[src/rtl/fwhc_pkg.sv]
`default_nettype none
// ----------------------------------------------------------------------------
// fwhc_pkg : shared types and constants of the histogram counter
// Request and result words, configuration set, status codes, divider links.
// ----------------------------------------------------------------------------
package fwhc_pkg;

  // default sizing of the count store
  localparam int DEF_MAX_BINS   = 1024;
  localparam int DEF_COUNT_BITS = 32;

  // fixed top of the overflow bin
  localparam logic signed [31:0] OVERFLOW_TOP = 32'sd250000000;

  // serial divider: one quotient bit per step
  localparam int DIV_STEPS = 32;
  localparam int DIV_CNT_W = $clog2(DIV_STEPS + 1);

  // register file
  localparam int PADDR_W = 4;

  typedef enum logic [1:0] {
    REG_RANGE_START = 2'd0,
    REG_RANGE_END   = 2'd1,
    REG_BIN_WIDTH   = 2'd2
  } reg_idx_t;

  localparam logic signed [31:0] RST_RANGE_START = 32'sd0;
  localparam logic signed [31:0] RST_RANGE_END   = 32'sd1023;
  localparam logic [30:0]        RST_BIN_WIDTH   = 31'd1;

  // request codes, anything else reads a bin
  localparam logic [1:0] REQ_ADD    = 2'd0;
  localparam logic [1:0] REQ_REMOVE = 2'd1;

  typedef enum logic [2:0] {
    ST_OK     = 3'd0,
    ST_BELOW  = 3'd1,
    ST_ABOVE  = 3'd2,
    ST_EMPTY  = 3'd3,
    ST_SAT    = 3'd4,
    ST_BADIDX = 3'd5
  } status_t;

  typedef struct packed {
    logic [1:0]          req_type;
    logic signed [31:0]  value;
    logic [9:0]          bin_select;
  } req_t;

  typedef struct packed {
    logic [9:0]  bin_index;
    logic [31:0] bin_count;
    status_t     status;
  } res_t;

  typedef struct packed {
    logic signed [31:0] range_start;
    logic signed [31:0] range_end;
    logic [30:0]        bin_width;
  } cfg_t;

  typedef struct packed {
    logic        start;
    logic [31:0] dividend;
    logic [30:0] divisor;
  } div_req_t;

  typedef struct packed {
    logic        done;
    logic [31:0] quotient;
  } div_rsp_t;

endpackage
`default_nettype wire

[src/rtl/fwhc_div.sv]
`default_nettype none
// ----------------------------------------------------------------------------
// fwhc_div : bit-serial restoring divider
// Unsigned 32 by 31 bit division, one quotient bit shifted in per cycle.
// ----------------------------------------------------------------------------
module fwhc_div (
  input  wire logic               clk,
  input  wire logic               rst_n,
  input  wire fwhc_pkg::div_req_t req,
  output fwhc_pkg::div_rsp_t      rsp
);

  logic                         busy_r, busy_nxt;
  logic                         done_r, done_nxt;
  logic [fwhc_pkg::DIV_CNT_W-1:0] cnt_r, cnt_nxt;
  logic [31:0]                  rem_r, rem_nxt;
  logic [31:0]                  quo_r, quo_nxt;
  logic [30:0]                  dsr_r, dsr_nxt;

  logic [31:0] trial;
  logic [31:0] trial_diff;
  logic        fits;

  // one trial subtraction per cycle
  assign trial      = {rem_r[30:0], quo_r[31]};
  assign fits       = trial >= {1'b0, dsr_r};
  assign trial_diff = trial - {1'b0, dsr_r};

  always_comb begin
    busy_nxt = busy_r;
    done_nxt = 1'b0;
    cnt_nxt  = cnt_r;
    rem_nxt  = rem_r;
    quo_nxt  = quo_r;
    dsr_nxt  = dsr_r;
    if (req.start) begin
      busy_nxt = 1'b1;
      cnt_nxt  = fwhc_pkg::DIV_CNT_W'(fwhc_pkg::DIV_STEPS);
      rem_nxt  = '0;
      quo_nxt  = req.dividend;
      dsr_nxt  = req.divisor;
    end else if (busy_r) begin
      rem_nxt = fits ? trial_diff : trial;
      quo_nxt = {quo_r[30:0], fits};
      cnt_nxt = cnt_r - 1'b1;
      if (cnt_r == fwhc_pkg::DIV_CNT_W'(1)) begin
        busy_nxt = 1'b0;
        done_nxt = 1'b1;
      end
    end
  end

  always_ff @(posedge clk) begin
    rem_r <= rem_nxt;
    quo_r <= quo_nxt;
    dsr_r <= dsr_nxt;
    cnt_r <= cnt_nxt;
    if (!rst_n) begin
      busy_r <= 1'b0;
      done_r <= 1'b0;
    end else begin
      busy_r <= busy_nxt;
      done_r <= done_nxt;
    end
  end

  assign rsp = '{done: done_r, quotient: quo_r};

endmodule
`default_nettype wire

[config.mk]
export PLATFORM = sky130hd
export DESIGN_NAME = fwhc_div
export DESIGN_NICKNAME = d
export VERILOG_FILES = /design/src/rtl/fwhc_pkg.sv /design/src/rtl/fwhc_div.sv
export SDC_FILE = /design/constraint.sdc
export NUM_CORES = 1
export LEC_CHECK = 0
export CAP_MARGIN = 5
export CORE_MARGIN = 2
export CORE_UTILIZATION = 44
export CTS_CLUSTER_DIAMETER = 50
export CTS_CLUSTER_SIZE = 16
export DETAILED_ROUTE_END_ITERATION = 8
export DONT_BUFFER_PORTS = 1
export GPL_TIMING_DRIVEN = 0
export SKIP_LAST_GASP = 1
export SLEW_MARGIN = 30
export SYNTH_ARGS = -nofsm -noshare
export SYNTH_HDL_FRONTEND = slang
export SYNTH_SLANG_ARGS = --single-unit
[constraint.sdc]
create_clock -name clk -period 3.4 [get_ports clk]
set_input_delay 0.34 -clock clk [delete_from_list [all_inputs] [get_ports clk]]
set_output_delay 0.34 -clock clk [all_outputs]
set_load 0.02 [all_outputs]
==> qor.csv, run 1 <==
stage,metric,value,unit
drt,postRouteAntennaNets,0,
power,p_comb_share,16.2,%
clocking,clkSinkCount,102,
worst_hold_path,hold_path_class,input pin to flip-flop,
die,dieArea,14200,sq um
finish,final_common_cell,edfxtp_1,
clocking,cts_buffers,9,
timing,finalHoldViolations,0,
placement,portBuffers,0,
logic_synthesis,syn_nets,685,
timing,slew_headroom,52.2,%
timing,rsz0062_at_grt,false,
placement,dpl.cell_count,761,
die,rows,42,
die,io_pins,99,
setup_path,crit_fanout,5,
drt,drtPass1Iterations,4,
logic_synthesis,ys_seq_area_share,45.7,%
clocking,worst_skew_pair.late_latency,0.36,ns
clocking,cts.path.max_buffers,2,
die,fp.dieH,119,microns
global_route,gr-total-overflow,0,
clocking,cts_hold_buf,0,
power,switching_share,29.8,%
logic_synthesis,synth-seq-cells,102,
timing,max_freq,0.316,GHz
setup_path,endpoint_kind,flip-flop,
drt,wl_per_cell,18.0,microns
logic_synthesis,syn_area,5850,sq um
setup_path,cp-startpoint,quo_r[31]$_DFFE_PP_,
setup_path,cp.arrival,3.41,ns
power,power.leakage,2.54,nW
global_route,grt_usage,20.5,%
global_route,grt_pass1_vias,4479,
drt,drc,0,
placement,gp_congestion,0.880,
setup_path,worst_setup_path_start_kind,flip-flop,
finish,layout-drive-gt1-share,12.6,%
setup_path,critical_path_class,flip-flop to flip-flop,
setup_path,worstPathRequired,3.65,ns
logic_synthesis,synth_cell_types,63,
timing,period_needed,3.16,ns
power,ir_worst_vdd,0.407,mV
global_route,grt_max_degree,36,
logic_synthesis,syn_avg_cell_area,10.0,sq um
logic_synthesis,syn_inst,585,
drt,viasPerCell,5.58,
clocking,ctsHtreeMaxLevel,3,
global_route,grt_first_pass_wirelength,22.8,mm
logic_synthesis,yosysWarnings,0,
timing,finalSetupViolCount,0,
timing,worst_pin_slew,0.715,ns
job,cap_viol_max_count,0,
power,p_sw,0.000911,W
die,start_util,44.6,%
timing,min_period_over_period,93.0,%
finish,final_nets,698,
clocking,clk_pin_slew,0.08,ns
finish,insertedDiodeCount,0,
placement,dp_hpwl,10.1,mm
logic_synthesis,ys.flop_type,edfxtp_1,
setup_path,r2r_end,rem_r[30]$_SDFFE_PP0P_,
global_route,antenna_found_initial,0,
setup_path,reg2reg_depth,12,
finish,final_cell_mix,"edfxtp_1 (63), nor2_1 (53), inv_1 (48), a21oi_1 (48), dfxtp_1 (39)",
drt,num_vias,4346,
die,coreArea,13100,sq um
timing,fin_tns_setup,0,ns
timing,maxSlewViolCount,0,
logic_synthesis,async_flop_share,0,%
clocking,cts_tree,yes,
finish,final_cells,779,
power,power.density,479,nW/um^2
power,seqPwrFrac,50.3,%
setup_path,timing.rr.start,quo_r[31]$_DFFE_PP_,
setup_path,crit_end,rem_r[30]$_SDFFE_PP0P_,
timing,finalClockSkew,0.0134,ns
power,internal_power,0.00214,W
power,clockPowerShare,33.5,%
setup_path,rrSetupSlack,0.24,ns
drt,wl,14.0,mm
finish,syn2layout_area_growth,9.04,%
drt,drtIter0Drc,318,
die,die_w,119,microns
run_status,status,"complete, no violations",
clocking,root_buffer,clkbuf_16,
logic_synthesis,synth-edff-count,63,
cell families (layout without fill, tap and decap cells):
logic type      count (synthesis)  in the layout  share of synthesized area, %
mux                            44             44                          8.19
simple gates                  153            153                          12.2
xor+xnor                       25             25                          3.74
compound gates                148            148                          17.0
buf+inv                        79             97                          5.77
flops                         102            102                          45.7
fa+ha+maj                      34             34                          7.39
metrics by stage:
stage	setup WS, ns	utilization, %	total power [W]	hold slack (ns)	area, sq um
2_1_floorplan	0.625	-	0.00193	0.439	5850
3_3_place_gp	0.167	46.2	0.00204	0.439	6070
3_5_place_dp	0.130	46.2	0.00205	0.439	6070
4_1_cts	0.0988	48.4	0.00308	0.0558	6360
5_1_grt	0.0411	48.6	0.00321	0.0470	6380
6_report	0.237	48.6	0.00305	0.0689	6380
area by class of cell:
cell class	instances	area (sq um)
well taps	176	220
flip-flops and latches	102	2670
multi-input cells	404	2850
clock buffers	9	225
repair buffers	2	15.0
fillers	1276	6750
inverters	49	184
plain buffers	30	154
clock inverters	7	61.3
worst max-delay path: stages, from the launching register on:
cell and delay [ns]:
edfxtp_1 0.57, inv_1 0.09, ha_1 0.23, fa_1 0.39, nor2b_1 0.21, o31ai_1 0.14, a21o_1 0.23, o21ai_4 0.22
a41o_1 0.24, a21oi_1 0.13, o31ai_1 0.28, mux2i_1 0.24, nand2_1 0.07
power groups by stage:
stage / registers, W / clock network, W / logic [W]
floorplan: 0.00154 / 0 / 0.000388
global placement: 0.00157 / 0 / 0.000477
detailed placement: 0.00156 / 0 / 0.000486
CTS: 0.00154 / 0.00106 / 0.000487
global route: 0.00155 / 0.00111 / 0.000551
finish: 0.00154 / 0.00102 / 0.000494
how the worst min path moves through the flow:
stage                  from                  end  slack [ns]  depth (start not counted)
detailed placement  req[13]  dsr_r[13]$_DFFE_PP_        0.44                          0
global route         req[9]   dsr_r[9]$_DFFE_PP_        0.05                          0
finish               req[9]   dsr_r[9]$_DFFE_PP_        0.07                          0
CTS                  req[9]   dsr_r[9]$_DFFE_PP_        0.06                          0
global placement    req[13]  dsr_r[13]$_DFFE_PP_        0.44                          0
floorplan            req[0]   dsr_r[0]$_DFFE_PP_        0.44                          0
layer usage:
metal	up-vias	GRT usage [%]	share of wire, %
li1	2143	-	-
met1	2062	26.2	46
met2	127	32.9	45
met3	14	8.29	7.8
met4	0	4.49	1.3
met5	-	0	0
state kept, by name, indices dropped and copies added (netlist names):
name and flops:
busy_r 1, cnt_r 6, done_r 1, dsr_r 31
quo_r 32, rem_r 31
Yosys cell counts, types with 5 or more instances:
| cell | n | area [sq um] |
|---|---|---|
| a211oi_1 | 16 | 120 |
| a21o_1 | 5 | 37.5 |
| a21oi_1 | 48 | 240 |
| buf_2 | 8 | 40.0 |
| clkbuf_1 | 13 | 48.8 |
| dfxtp_1 | 39 | 781 |
| edfxtp_1 | 63 | 1890 |
| ha_1 | 33 | 413 |
| inv_1 | 49 | 184 |
| mux2_2 | 31 | 349 |
| mux2i_1 | 13 | 130 |
| nand2_1 | 37 | 139 |
| nand2b_1 | 5 | 31.3 |
| nand3_1 | 9 | 45.0 |
| nand4_1 | 8 | 50.1 |
| nor2_1 | 53 | 199 |
| nor2b_1 | 6 | 37.5 |
| nor3_1 | 18 | 90.1 |
| o21ai_0 | 28 | 140 |
| o21bai_1 | 5 | 37.5 |
| xnor2_1 | 14 | 123 |
| xor2_1 | 11 | 96.3 |
timing repair:
item,4_1_cts,5_1_grt
setup buffers,0,2
hold endpoints to repair,0,0
setup endpoints to repair,0,3
gates resized for setup,0,1
Note: power is estimated with default switching activity, not from simulation.
==> inputs of run 2 (changes only) <==
- ABC_AREA: not set -> 1
==> qor.csv, run 2 <==
stage,metric,value,unit
logic_synthesis,ys.flop_type,edfxtp_1,
setup_path,crit_slowest_cell,edfxtp_1,
logic_synthesis,ys_seq_area_share,39.2,%
logic_synthesis,yosysTopAreaCell,edfxtp_1,
drt,drtPass1Iterations,5,
logic_synthesis,yosysMostFrequentCell,nand2_1,
die,dieArea,16500,sq um
timing,period_needed,2.53,ns
logic_synthesis,synth-seq-cells,102,
global_route,grt_usage,20.4,%
global_route,grt_max_degree,33,
clocking,worst_skew_pair.late_latency,0.37,ns
setup_path,critical_path_class,flip-flop to flip-flop,
timing,max_freq,0.395,GHz
placement,dp_hpwl,12.6,mm
clocking,root_buffer,clkbuf_16,
finish,top_register,quo_r,
global_route,antenna_found_initial,0,
logic_synthesis,synth_area_leaders,"edfxtp_1 (28%), nand2_1 (22%), dfxtp_1 (11%)",
clocking,post_cts_buffers,0,
setup_path,worstPathRequired,3.65,ns
global_route,grt_first_pass_wirelength,26.2,mm
timing,finalHoldViolations,0,
finish,final_common_cell,nand2_1,
logic_synthesis,synth_commonest_cells,"nand2_1 (406), inv_1 (178), nand3_1 (70)",
power,power.total,0.00288,W
run_status,status,"complete, no violations",
logic_synthesis,synth_cell_types,41,
finish,reg_top3,"quo_r x32, dsr_r x31, rem_r x31",
clocking,cts_hold_buf,0,
finish,final_cell_mix,"nand2_1 (406), inv_1 (178), nand3_1 (70)",
finish,insertedDiodeCount,0,
clocking,cts.path.max_buffers,2,
logic_synthesis,synth-edff-count,63,
timing,maxSlewViolCount,0,
finish,final_nets,1095,
setup_path,crit_fanout,10,
drt,drc,0,
logic_synthesis,syn_avg_cell_area,6.94,sq um
power,power.leakage,3.91,nW
logic_synthesis,syn_nets,1083,
drt,drtIter0Drc,313,
global_route,grtUsageMet3,6.32,%
timing,rsz0062_at_grt,false,
setup_path,cp.arrival,2.79,ns
timing,finalClockSkew,0.0180,ns
die,die_w,129,microns
logic_synthesis,syn_area,6820,sq um
clocking,clkSinkCount,102,
setup_path,endpoint_kind,flip-flop,
logic_synthesis,async_flop_share,0,%
global_route,globalRoute.busiestLayer,met2,
setup_path,max_stage_delay,0.49,ns
timing,finalSetupViolCount,0,
drt,postRouteAntennaNets,0,
job,cap_viol_max_count,0,
logic_synthesis,yosysWarnings,0,
global_route,groute.layer.met2.usage,33.1,%
placement,portBuffers,0,
timing,min_period_over_period,74.5,%
logic_synthesis,syn_inst,983,
global_route,use_met1,26.3,%
die,fp.dieH,129,microns
die,rows,45,
clocking,clk_pin_slew,0.08,ns
worst_hold_path,hold_path_class,input pin to flip-flop,
setup_path,worst_setup_path_start_kind,flip-flop,
power,ir_worst_vdd,0.373,mV
logic_synthesis,synth_top_area_share,27.7,%
clocking,post_cts_resized,0,
global_route,grt_pass1_vias,5379,
die,io_pins,99,
setup_path,crit_chain,"inv_1, ha_1, fa_1, inv_1, nand2_1, nand2_1, nand3_1, nand2_2, nand2_2, nand3_2, nand2_4, nand2_4, buf_6, nand2_1, nand3_1, nand2_1",
drt,viasPerCell,4.80,
drt,num_vias,5705,
clocking,ctsHtreeMaxLevel,3,
drt,wl_per_cell,13.8,microns
global_route,gr-total-overflow,0,
finish,layout-drive-gt1-share,6.40,%
setup_path,crit_path_frequent_cell,nand2_1,
clocking,cts_buffers,9,
timing,fin_tns_setup,0,ns
clocking,cts_tree,yes,
power,power.density,390,nW/um^2
drt,wl,16.4,mm
finish,utilization,48.6,%
die,coreArea,15200,sq um
timing,slew_headroom,59.2,%
finish,syn2layout_area_growth,8.29,%
die,start_util,44.9,%
timing,worst_pin_slew,0.612,ns
placement,gp_congestion,0.982,
finish,largest_register_ffs,32,
## run 2: layout make-up
type | instances | area (sq um)
Fill cell | 1587 | 7820
Multi-Input combinational cell | 668 | 3300
Sequential cell | 102 | 2670
Inverter | 190 | 713
Tap cell | 188 | 235
Clock buffer | 9 | 225
Buffer | 23 | 139
Clock inverter | 7 | 83.8
Timing Repair Buffer | 1 | 20.0
## run 2: path summary, 6_finish.rpt
kind	startpoint	end	slack, ns	cells past startpoint
worst max-delay path	quo_r[31]$_DFFE_PP_	rem_r[15]$_SDFFE_PP0P_	0.87	16
worst min-delay path	req[21]	dsr_r[21]$_DFFE_PP_	0.06	0
worst max register to register	quo_r[31]$_DFFE_PP_	rem_r[15]$_SDFFE_PP0P_	0.87	16
worst min register to register	rem_r[12]$_SDFFE_PP0P_	rem_r[12]$_SDFFE_PP0P_	0.47	2
## run 2: stage by stage
step | setup slack [ns] | hold slack, ns | instance area [sq um] | std cells
CTS | 0.851 | 0.0489 | 7390 | 1188
floorplan | 1.07 | 0.439 | 6820 | 983
global placement | 0.142 | 0.439 | 7060 | 1171
finish | 0.866 | 0.0579 | 7390 | 1188
detailed placement | 0.858 | 0.439 | 7080 | 1172
global route | 0.591 | 0.0444 | 7390 | 1188
## run 2: report_power, final
part | internal, W | leakage (nW) | switching [W]
logic | 0.0000995 | 2.81 | 0.000207
registers | 0.00141 | 0.948 | 0.0000897
clock network | 0.000529 | 0.151 | 0.000548
## run 2: cells by family after synthesis
kind of cell / after synthesis / synth area share, %
compound gates: 40 / 3.36
flops: 102 / 39.2
buf+inv: 213 / 12.5
simple gates: 579 / 36.7
fa+ha+maj: 34 / 6.35
xor+xnor: 15 / 1.93
## run 2: per-layer routing
layer	routed length [microns]	vias up
li1	-	3049
met1	7730	2503
met2	7320	139
met3	1050	14
met4	259	0
met5	0	-
## run 2: critical path: cells and delay by family, from the launching register on
family                   cells  cell delay (ns)
AND/OR/NAND/NOR             11             0.88
adder cells (fa/ha/maj)      2             0.64
flip-flops                   1             0.49
buffers and inverters        3             0.40
